$ cat config.mk
export PLATFORM = sky130hd
export DESIGN_NAME = sm3_message_hasher_top
export DESIGN_NICKNAME = d
export VERILOG_FILES = /design/src/hw/rtl/sm3_pkg.sv /design/src/hw/rtl/sm3_message_hasher_top.sv /design/src/hw/rtl/sm3_front.sv /design/src/hw/rtl/sm3_queue.sv /design/src/hw/rtl/sm3_core.sv
export VERILOG_INCLUDE_DIRS = /design/src /design/src/hw/rtl
export SDC_FILE = /design/constraint.sdc
export NUM_CORES = 2
export LEC_CHECK = 0
export BUFFER_PORTS_ARGS = -buffer_cell sky130_fd_sc_hd__buf_4
export CORE_MARGIN = 10
export CORE_UTILIZATION = 40
export CTS_CLUSTER_DIAMETER = 50
export DETAILED_ROUTE_END_ITERATION = 7
export SYNTH_ARGS = -nofsm -noshare
export SYNTH_HDL_FRONTEND = slang
export SYNTH_HIERARCHICAL = 1
export SYNTH_SLANG_ARGS = --single-unit
$ cat constraint.sdc
create_clock -name clk_i -period 104.1 [get_ports clk_i]
set_input_delay 20.82 -clock clk_i [delete_from_list [all_inputs] [get_ports clk_i]]
set_output_delay 20.82 -clock clk_i [all_outputs]
set_load 0.005 [all_outputs]
$ cat src/hw/rtl/sm3_message_hasher_top_defines.svh
// assertion macros for the sm3 message hasher
// used by the top level only, no other dependencies
`ifndef SM3_MESSAGE_HASHER_TOP_DEFINES_SVH
`define SM3_MESSAGE_HASHER_TOP_DEFINES_SVH
`ifndef SYNTH
`define SM3_ASSERT(lbl, prop, msg) \
  lbl: assert property (@(posedge clk_i) disable iff (!rst_ni) prop) else $error(msg);
`define SM3_ASSERT_RST(lbl, prop, msg) \
  lbl: assert property (@(posedge clk_i) prop) else $error(msg);
`else
`define SM3_ASSERT(lbl, prop, msg)
`define SM3_ASSERT_RST(lbl, prop, msg)
`endif
`endif

$ cat src/hw/rtl/sm3_pkg.sv
// shared types, constants and functions of the sm3 message hasher
// no dependencies
package sm3_pkg;

  typedef struct packed {
    logic [7:0] data_byte;
    logic       has_byte;
    logic       end_of_message;
  } in_item_t;

  typedef struct packed {
    logic [31:0] digest_word;
    logic        digest_last;
  } out_item_t;

  // one block request between front and back
  typedef struct packed {
    logic [15:0][31:0] words;
    logic              last;
  } blk_t;

  typedef struct packed {
    logic full;
    logic empty;
  } q_stat_t;

  localparam logic [31:0] TLow  = 32'h79CC4519;
  localparam logic [31:0] THigh = 32'h7A879D8A;
  localparam logic [7:0]  PadMark = 8'h80;
  localparam logic [5:0]  LenPos  = 6'd56;

  function automatic logic [31:0] iv_word(input logic [2:0] i);
    logic [31:0] r;
    unique case (i)
      3'd0: r = 32'h7380166F;
      3'd1: r = 32'h4914B2B9;
      3'd2: r = 32'h172442D7;
      3'd3: r = 32'hDA8A0600;
      3'd4: r = 32'hA96F30BC;
      3'd5: r = 32'h163138AA;
      3'd6: r = 32'hE38DEE4D;
      default: r = 32'hB0FB0E4E;
    endcase
    return r;
  endfunction

  function automatic logic [31:0] rotl(input logic [31:0] x, input int n);
    return (x << n) | (x >> (32 - n));
  endfunction

  function automatic logic [31:0] perm0(input logic [31:0] x);
    return x ^ rotl(x, 9) ^ rotl(x, 17);
  endfunction

  function automatic logic [31:0] perm1(input logic [31:0] x);
    return x ^ rotl(x, 15) ^ rotl(x, 23);
  endfunction

endpackage

$ cat src/hw/rtl/sm3_message_hasher_top.sv
// top level of the sm3 message hasher
// depends on sm3_pkg, sm3_front, sm3_queue, sm3_core and the defines header
`include "sm3_message_hasher_top_defines.svh"

// SM3 hasher taking one message byte per request and returning the eight
// 32-bit digest words, most significant first, after an end marker. The
// front end takes a byte every cycle while the block queue has room and no
// padding is in progress; a 64-byte block is handed on through a two-entry
// queue to the compression core, which makes one pass per round through the
// shared round unit plus a load and a chaining update per block; sustained
// input runs at about one byte per cycle. After an end marker the front end
// writes padding and length (9 to 72 bytes) one byte a cycle while the queue
// has room, and then the core shows the digest over eight output requests.
module sm3_message_hasher_top (
  input  logic               clk_i,
  input  logic               rst_ni,
  input  logic               in_valid_i,
  output logic               in_stall_o,
  input  sm3_pkg::in_item_t  in_item_i,
  output logic               out_valid_o,
  input  logic               out_stall_i,
  output sm3_pkg::out_item_t out_item_o
);
  import sm3_pkg::*;

  q_stat_t q_stat;
  blk_t    push_blk, pop_blk;
  logic    push, pop;

  // byte packing and padding
  sm3_front u_front (
    .clk_i      (clk_i),
    .rst_ni     (rst_ni),
    .in_valid_i (in_valid_i),
    .in_stall_o (in_stall_o),
    .in_item_i  (in_item_i),
    .q_stat_i   (q_stat),
    .push_o     (push),
    .push_blk_o (push_blk)
  );

  // block queue
  sm3_queue u_queue (
    .clk_i      (clk_i),
    .rst_ni     (rst_ni),
    .push_i     (push),
    .push_blk_i (push_blk),
    .pop_i      (pop),
    .pop_blk_o  (pop_blk),
    .stat_o     (q_stat)
  );

  // compression and digest output
  sm3_core u_core (
    .clk_i       (clk_i),
    .rst_ni      (rst_ni),
    .q_stat_i    (q_stat),
    .blk_i       (pop_blk),
    .pop_o       (pop),
    .out_valid_o (out_valid_o),
    .out_stall_i (out_stall_i),
    .out_item_o  (out_item_o)
  );

  // checks
  `SM3_ASSERT(a_no_overflow, push |-> !q_stat.full, "block queue overflow")
  `SM3_ASSERT(a_no_underflow, pop |-> !q_stat.empty, "block queue underflow")
  `SM3_ASSERT(a_last_ends, out_valid_o && out_item_o.digest_last && !out_stall_i |=> !out_valid_o, "digest runs past last word")
  `SM3_ASSERT_RST(a_rst_quiet, !rst_ni |-> !out_valid_o, "output valid in reset")

endmodule

$ cat src/hw/rtl/sm3_front.sv
// front end: packs bytes into blocks, appends padding and length
// depends on sm3_pkg
module sm3_front (
  input  logic             clk_i,
  input  logic             rst_ni,
  input  logic             in_valid_i,
  output logic             in_stall_o,
  input  sm3_pkg::in_item_t in_item_i,
  input  sm3_pkg::q_stat_t q_stat_i,
  output logic             push_o,
  output sm3_pkg::blk_t    push_blk_o
);
  import sm3_pkg::*;

  typedef enum logic [1:0] {
    FE_IDLE = 2'b01,
    FE_PAD  = 2'b10
  } fe_state_e;

  fe_state_e         st_q, st_d;
  logic [5:0]        pos_q, pos_d;
  logic [63:0]       count_q, count_d;
  logic              mark_q, mark_d, len_q, len_d;
  logic [15:0][31:0] buf_q, nxt_blk;
  logic              put_en, accept, last;
  logic [7:0]        put_byte;
  logic [2:0]        lane_k;

  assign in_stall_o = (st_q != FE_IDLE) || q_stat_i.full;
  assign accept     = in_valid_i && !in_stall_o;
  assign lane_k     = pos_q[2:0];

  // byte source and sequencing
  always_comb begin
    st_d     = st_q;
    pos_d    = pos_q;
    count_d  = count_q;
    mark_d   = mark_q;
    len_d    = len_q;
    put_en   = 1'b0;
    put_byte = in_item_i.data_byte;
    last     = 1'b0;
    unique case (st_q)
      FE_IDLE: begin
        if (accept && in_item_i.has_byte) begin
          put_en  = 1'b1;
          count_d = count_q + 64'd8;
        end
        if (accept && in_item_i.end_of_message) begin
          st_d   = FE_PAD;
          mark_d = 1'b0;
          len_d  = 1'b0;
        end
      end
      FE_PAD: begin
        put_en = !((pos_q == 6'd63) && q_stat_i.full);
        if (!mark_q) begin
          put_byte = PadMark;
        end else if (len_q) begin
          put_byte = 8'(count_q >> {~lane_k, 3'b000});
        end else begin
          put_byte = 8'h00;
        end
        if (put_en) begin
          mark_d = 1'b1;
          if (pos_q == LenPos - 6'd1) len_d = 1'b1;
          if (len_q && (pos_q == 6'd63)) begin
            last    = 1'b1;
            st_d    = FE_IDLE;
            count_d = '0;
          end
        end
      end
      default: st_d = FE_IDLE;
    endcase
    if (put_en) pos_d = pos_q + 6'd1;
  end

  // merge the byte into its word, big-endian
  always_comb begin
    nxt_blk = buf_q;
    if (pos_q[1:0] == 2'd0) begin
      nxt_blk[pos_q[5:2]] = {put_byte, 24'h0};
    end else begin
      nxt_blk[pos_q[5:2]] = buf_q[pos_q[5:2]] |
                            (32'(put_byte) << {~pos_q[1:0], 3'b000});
    end
  end

  assign push_o           = put_en && (pos_q == 6'd63);
  assign push_blk_o.words = nxt_blk;
  assign push_blk_o.last  = last;

  always_ff @(posedge clk_i or negedge rst_ni) begin
    if (!rst_ni) begin
      st_q    <= FE_IDLE;
      pos_q   <= '0;
      count_q <= '0;
      mark_q  <= 1'b0;
      len_q   <= 1'b0;
    end else begin
      st_q    <= st_d;
      pos_q   <= pos_d;
      count_q <= count_d;
      mark_q  <= mark_d;
      len_q   <= len_d;
    end
  end

  // block buffer
  always_ff @(posedge clk_i) begin
    if (put_en) buf_q <= nxt_blk;
  end

endmodule

$ cat src/hw/rtl/sm3_queue.sv
// two-entry block queue between front and back
// depends on sm3_pkg
module sm3_queue (
  input  logic             clk_i,
  input  logic             rst_ni,
  input  logic             push_i,
  input  sm3_pkg::blk_t    push_blk_i,
  input  logic             pop_i,
  output sm3_pkg::blk_t    pop_blk_o,
  output sm3_pkg::q_stat_t stat_o
);
  import sm3_pkg::*;

  blk_t       mem_q [2];
  logic       wr_q, rd_q;
  logic [1:0] cnt_q;

  assign stat_o.full  = cnt_q == 2'd2;
  assign stat_o.empty = cnt_q == 2'd0;
  assign pop_blk_o    = mem_q[rd_q];

  // pointers and fill
  always_ff @(posedge clk_i or negedge rst_ni) begin
    if (!rst_ni) begin
      wr_q  <= 1'b0;
      rd_q  <= 1'b0;
      cnt_q <= '0;
    end else begin
      if (push_i) wr_q <= ~wr_q;
      if (pop_i)  rd_q <= ~rd_q;
      cnt_q <= cnt_q + 2'(push_i) - 2'(pop_i);
    end
  end

  always_ff @(posedge clk_i) begin
    if (push_i) mem_q[wr_q] <= push_blk_i;
  end

endmodule

$ cat src/hw/rtl/sm3_core.sv
// back end: message expansion, 64 compression rounds, digest output
// depends on sm3_pkg
module sm3_core (
  input  logic              clk_i,
  input  logic              rst_ni,
  input  sm3_pkg::q_stat_t  q_stat_i,
  input  sm3_pkg::blk_t     blk_i,
  output logic              pop_o,
  output logic              out_valid_o,
  input  logic              out_stall_i,
  output sm3_pkg::out_item_t out_item_o
);
  import sm3_pkg::*;

  typedef enum logic [3:0] {
    CO_IDLE = 4'b0001,
    CO_RND  = 4'b0010,
    CO_FIN  = 4'b0100,
    CO_OUT  = 4'b1000
  } co_state_e;

  co_state_e         st_q;
  logic [7:0][31:0]  v_q;
  logic [7:0][31:0]  r_q, r_d;
  logic [15:0][31:0] w_q;
  logic [31:0]       t_q, w_new;
  logic [5:0]        rnd_q;
  logic [2:0]        idx_q;
  logic              last_q;
  logic [31:0]       a12, ss1, ss2, ffv, ggv, tt1, tt2;

  assign pop_o = (st_q == CO_IDLE) && !q_stat_i.empty;

  // one round
  always_comb begin
    a12 = rotl(r_q[0], 12);
    ss1 = rotl(a12 + r_q[4] + t_q, 7);
    ss2 = ss1 ^ a12;
    if (rnd_q < 6'd16) begin
      ffv = r_q[0] ^ r_q[1] ^ r_q[2];
      ggv = r_q[4] ^ r_q[5] ^ r_q[6];
    end else begin
      ffv = (r_q[0] & r_q[1]) | (r_q[0] & r_q[2]) | (r_q[1] & r_q[2]);
      ggv = (r_q[4] & r_q[5]) | (~r_q[4] & r_q[6]);
    end
    tt1 = ffv + r_q[3] + ss2 + (w_q[0] ^ w_q[4]);
    tt2 = ggv + r_q[7] + ss1 + w_q[0];
    r_d = {r_q[6], rotl(r_q[5], 19), r_q[4], perm0(tt2),
           r_q[2], rotl(r_q[1], 9), r_q[0], tt1};
    w_new = perm1(w_q[0] ^ w_q[7] ^ rotl(w_q[13], 15)) ^ rotl(w_q[3], 7) ^ w_q[10];
  end

  assign out_valid_o            = st_q == CO_OUT;
  assign out_item_o.digest_word = v_q[3'd7 - idx_q];
  assign out_item_o.digest_last = idx_q == 3'd7;

  // control and chaining value
  always_ff @(posedge clk_i or negedge rst_ni) begin
    if (!rst_ni) begin
      st_q  <= CO_IDLE;
      rnd_q <= '0;
      idx_q <= '0;
      for (int i = 0; i < 8; i++) v_q[7 - i] <= iv_word(3'(i));
    end else begin
      unique case (st_q)
        CO_IDLE: begin
          rnd_q <= '0;
          if (pop_o) st_q <= CO_RND;
        end
        CO_RND: begin
          rnd_q <= rnd_q + 6'd1;
          if (rnd_q == 6'd63) st_q <= CO_FIN;
        end
        CO_FIN: begin
          for (int i = 0; i < 8; i++) v_q[7 - i] <= v_q[7 - i] ^ r_q[i];
          idx_q <= '0;
          st_q  <= last_q ? CO_OUT : CO_IDLE;
        end
        CO_OUT: begin
          if (!out_stall_i) begin
            idx_q <= idx_q + 3'd1;
            if (idx_q == 3'd7) begin
              st_q <= CO_IDLE;
              for (int i = 0; i < 8; i++) v_q[7 - i] <= iv_word(3'(i));
            end
          end
        end
        default: st_q <= CO_IDLE;
      endcase
    end
  end

  // working registers and expansion window
  always_ff @(posedge clk_i) begin
    if (pop_o) begin
      for (int i = 0; i < 8; i++) r_q[i] <= v_q[7 - i];
      for (int i = 0; i < 16; i++) w_q[i] <= blk_i.words[i];
      t_q    <= TLow;
      last_q <= blk_i.last;
    end else if (st_q == CO_RND) begin
      r_q <= r_d;
      w_q <= {w_new, w_q[15:1]};
      t_q <= (rnd_q == 6'd15) ? rotl(THigh, 16) : rotl(t_q, 1);
    end
  end

endmodule

# --- Yosys cells after proc, flatten, opt, wreduce, memory -nomap -nowiden ---
# Memories as Yosys holds them, arrays and structs flattened.
# Index checks and enable logic that the tools add are counted.
totals:
  ff_bits: 1660
  ram_bits: 1026
  inputBits: 14
  output_inout_bits: 35
  word_cells: 229
  mem_count: 1
classes:
  n_addsub: 15
  n_lt_le_gt_ge: 4
  n_eq_ne: 22
  shift: 2
  muxes: 52
  n_bitwise: 47
  reduce_logical: 25
memory_table:
  columns: ["name", "depth", "width", "rd", "rd_clocked_by_memory_dff", "write_ports", "line", "rtl"]
  rows:
  - ["u_queue.mem_q", 2, 513, 1, 0, 1, "sm3_queue.sv:14", "blk_t mem_q [2];"]
ops:
  columns: ["operator", "n"]
  rows:
  - ["$mux W512", 3]
  - ["$bwmux W512", 2]
  - ["$mux W256", 4]
  - ["$xor A32 B32 Y32", 22]
  - ["$pmux W256 S2", 1]
  - ["$add A32 B32 Y32", 8]
  - ["$mux W32", 6]
  - ["$mux W64", 3]
  - ["$and A32 B32 Y32", 5]
  - ["$bmux W32 S4", 1]
  - ["$demux W32 S4", 1]
  - ["$or A32 B32 Y32", 4]
  - ["$pmux W64 S2", 1]
  - ["$bmux W32 S3", 1]
  - ["$add A64 B4 Y64 const B", 1]
  - ["$or A32 B15 Y32", 2]
  - ["$or A32 B7 Y32", 2]
  - ["$or A32 B9 Y32", 2]
  - ["$shr A64 B6 Y8", 1]
  - ["$not A32 Y32", 1]
  - ["$or A32 B1 Y32", 1]
  - ["$or A32 B12 Y32", 1]
  - ["$or A32 B17 Y32", 1]
  - ["$or A32 B19 Y32", 1]
  - ["other kinds (43)", 92]

# --- Longest topological paths before layout ---
depth:
  ltp_word: 12
  depth_mapped: 29
  mapped_depth_nobuf: 29

# --- Hierarchy ---
# The synthesis kept the hierarchy.
by_module_without_submodules:
  columns: ["module", "n_inst", "cells_per_inst", "area_each_um2", "seq_area_each_um2"]
  rows:
  - ["sm3_core", 1, 6066, 59972.5, 30614.4]
  - ["sm3_queue", 1, 1611, 39232.6, 30909.6]
  - ["sm3_front", 1, 2603, 29378.2, 17152.7]

# --- Worst setup path before layout ---
# OpenSTA, ideal clock, no wires.
synth_path:
  path_kind: "input port to flip-flop"
  from: "input port in_valid_i"
  to: "memory u_queue/mem_q[0][0] (netlist name), enable pin"
  setup_time_ns: 1.463
  arrival_ns: 70.196
  required_ns: 102.637
  slack_ns: 32.441
  stages: 4
  n_path_buf: 0
  path_cell_list: "nand4b_1 -> a21oi_1 -> and3_1 -> nor2b_1"
synth_via:
  elab_chain_cells: 7
synth_rtl:
  columns: ["element", "line", "rtl"]
  rows:
  - ["start, declared", "sm3_message_hasher_top.sv:17", "input logic in_valid_i,"]
  - ["$logic_and A1 B1 Y1", "sm3_front.sv:30", "assign accept = in_valid_i && !in_stall_o;"]
  - ["$logic_and A1 B1 Y1", "sm3_front.sv:45", "if (accept && in_item_i.has_byte) begin"]
  - ["$mux W1", "sm3_front.sv:45", null]
  - ["$pmux W1 S2", "sm3_front.sv:43", "unique case (st_q)"]
  - ["net u_front.put_en", "sm3_front.sv:25", "logic put_en, accept, last;"]
  - ["$logic_and A1 B1 Y1", "sm3_front.sv:90", "assign push_o = put_en && (pos_q == 6'd63);"]
  - ["net push", "sm3_message_hasher_top.sv:28", "logic push, pop;"]
  - ["$mux W1", "sm3_queue.sv:36", "if (push_i) mem_q[wr_q] <= push_blk_i;"]
  - ["$mux W1 (not written as such)", "sm3_queue.sv:36", null]
  - ["end, declared", "sm3_queue.sv:14", null]
# The timed path passes the listed nets, and every way through them passes these cells.

# --- Worst setup path after layout ---
layout_path:
  from: "input port in_valid_i"
  to: "memory u_queue/mem_q[0][484] (netlist name), enable pin"
# Same word-level chain as after synthesis.

==> results.md <==
- Period utilisation layout: 0.246
- Unique masters post-synth: 101
- Placer congestion estimate: 0.927
- Layout cells sized above 1: 0.157
- DR vias/cell: 5.52
- #FFs+latches synth: 2683
- Number of synthesized flops with an enable pin: 2307
- Die area: 0.345 mm^2
- Seq/Total Area, Yosys: 0.612
- Max cap viols: 0
- Yosys top cell area share: 0.539
- Initial antenna violation count: 7
- Initial Utilization: 0.401
- Most used cell, CP: buf_12
- Final total power: 2280 uW
- 1st-iter DRT viols: 8754
- DP Worst Slack: 77.29 ns
- Yosys Warn Count: 6
- Skew-Pair Late Insertion Delay: 0.91 ns
- Global-route usage over all layers: 0.210
- Worst hold path type: flip-flop to flip-flop
- Final WL: 376000 um
- TritonCTS buffer count: 327
- Hold buffers post-CTS: 0
- Post-synth top area cell: edfxtp_1
- Vias in the first global route: 80400
- H-Tree Depth: 5
- Area delta synth->final: 11.7%
- Syn Nets: 10600
- Hold path cells: 2
- Worst reg-to-reg path cell count: 28
- DPL Wire Length: 237000 um
- CP Data Arrival Time: 26.16 ns
- Final Hold Viols: 0
- Rel. slew slack: 0.0883
- PwrDens: 15.9 mW/mm^2
- Max incr delay on CP: 0.82 ns
- GR Overflow Total: 0
- Crit Reg-Reg Startpoint: u_core/r_d[161]
- Worst hold slack: 0.499 ns
- Setup CP Type: input port to flip-flop
- Root buffer cell: clkbuf_16
- Worst-path clk slew: 0.06 ns
- Final ANT Viol Nets: 0
- Filler cell count in the final layout: 28800
- Die Ht: 587 um
- Clock Skews: 0.0911 ns
- WL/cell: 25.4 um
- Synth area leaders: edfxtp_1 (54%), nand2_1 (8.2%), mux2_4 (5.4%)
- Worst path required time: 104.61 ns
- Nets: 10500
- Post-Syn Area: 0.129 mm^2
- Largest net degree at the start of global routing: 176
- Pre-antenna DRT Iters: 6
- Synth Flop Type: edfxtp_1
- I/O Buffers: 48
- Largest fanout on the critical path: 134
- Placement Rows: 208
- Post-route setup TNS: 0 ns
- Area after DPL: 0.133 mm^2
- Worst Setup End Kind: flip-flop
- Crit-path cells: buf_4, nand4b_1, a21oi_4, buf_12, and3_1, nor2b_4, buf_12, buf_12, buf_12, buf_4
- Pleak: 0.0497 uW
- Leading cell types in the layout, fill and taps excluded: nand2_1 (2800), edfxtp_1 (2307), o21ai_0 (703)
- # resized after CTS: 0
- Clock sinks: 2683
- Max Root-Sink Buffers: 4
- I/O pins: 49
- Least-Margin Pin Slew: 1.37 ns
- Die W: 587 um
- Post-layout min period: 25.64 ns
- # setup viols final: 0
- Fmax: 0.0390 GHz
- Hold_sp: u_core/w_q[83]
- CTS tree: built
- Setup WS post-layout: 78.46 ns
- Vias: 81600
- Cell count after synthesis: 10300
- RSZ-0062 raised after global routing: no
- Outcome: finished clean
- VDD IR max: 15.2 uV
- First-pass GRT wire length: 551000 um
- Commonest non-fill, non-tap cell in the layout: nand2_1
- Slowest cell on the critical path: buf_4
- Syn_area_per_cell: 12.5 um^2
- DRC: 0
- Crit path launch: in_valid_i
- Ys async rst share: 0.128
- Postcts setup bufs: 0
- Final instance area: 0.144 mm^2
- Slew Viols, Final: 0
- Core area: 0.321 mm^2
- Critical path startpoint category: input port
-- power by group --
group | internal, uW | switching, uW
clock network | 661 | 462
registers | 1150 | 0.00815
logic | 0.533 | 3.25
-- layout make-up --
cell class                      instances  area, um^2  area share
Antenna cell                            5        12.5   0.0000871
Clock buffer                          410        8710      0.0607
Clock inverter                        179        1830      0.0128
Inverter                              191         732     0.00510
Multi-Input combinational cell       6839       46600       0.325
Sequential cell                      2683       78700       0.548
Tap cell                             4305        5390      0.0375
Timing Repair Buffer                  187        1620      0.0113
-- Yosys cell counts (27+ instances only) --
cell      count
nor2_1      416
dfrtp_1     223
dfstp_2     121
buf_6        27
fa_1        188
a22oi_1      50
buf_8        30
mux2i_1      92
xor2_1      256
mux4_2      175
buf_2        67
nand3_1      56
edfxtp_1   2307
mux2_2       97
nor2b_1      41
a22o_1       27
clkbuf_1    405
nor3_1       46
dfxtp_1      32
a31oi_1      34
a211oi_1     36
and3_1      141
ha_1        102
mux2_4      460
xnor2_1     323
a21oi_1     426
a21o_1       50
o21ai_0     703
nand2_1    2816
inv_1       188
-- critical path, delay by kind of cell --
family | cells | cell delay (ns)
AND/OR/NAND/NOR | 3 | 1.38
buffers and inverters | 6 | 3.32
AO/OA/AOI/OAI | 1 | 0.25
-- sequential cells by signal, summed over array words and instances (netlist names), 3 cells and up --
signal,count
u_front/pos_q,6
u_core/v_q,256
u_front/count_q,61
u_core/r_d,128
u_core/r_q,128
u_queue/mem_q,1026
u_core/rnd_q,6
u_front/buf_q,512
u_core/w_q,512
u_core/st_q,4
u_core/idx_q,3
u_core/t_q,32
-- routing by layer --
| layer | share of wire | track usage |
|---|---|---|
| met5 | 0.000064 | 0 |
| met4 | 0.043 | 0.0800 |
| met3 | 0.068 | 0.0311 |
| met1 | 0.42 | 0.287 |
| met2 | 0.47 | 0.340 |
-- cell families (layout without fill, tap and decap cells) --
group / after synthesis / after routing / synth area share
mux: 824 / 824 / 0.100
compound gates: 1477 / 1477 / 0.0655
simple gates: 3661 / 3661 / 0.115
buf+inv: 758 / 967 / 0.0275
flops: 2683 / 2683 / 0.612
xor+xnor: 587 / 587 / 0.0406
other cells: 0 / 5 / 0
fa+ha+maj: 290 / 290 / 0.0392
-- final timing paths --
| check | end | slack (ns) |
|---|---|---|
| worst max-delay path | u_queue/mem_q[0][484] | 78.46 |
| worst max register to register | u_core/r_d[63] | 94.30 |
| worst min register to register | u_core/w_q[51] | 0.50 |
| worst min-delay path | u_core/w_q[51] | 0.50 |
| min in group asynchronous | u_core/rnd_q[5] | 20.01 |
| max in group asynchronous | u_front/pos_q[3] | 81.81 |
-- metrics by stage --
stage,cells,utilization
after floorplan,10300,-
after global placement,14200,0.415
after detailed placement,14200,0.415
after CTS,14800,0.448
after global routing,14800,0.448
final,14800,0.448
No activity file was read; power rests on OpenSTA's default activity.
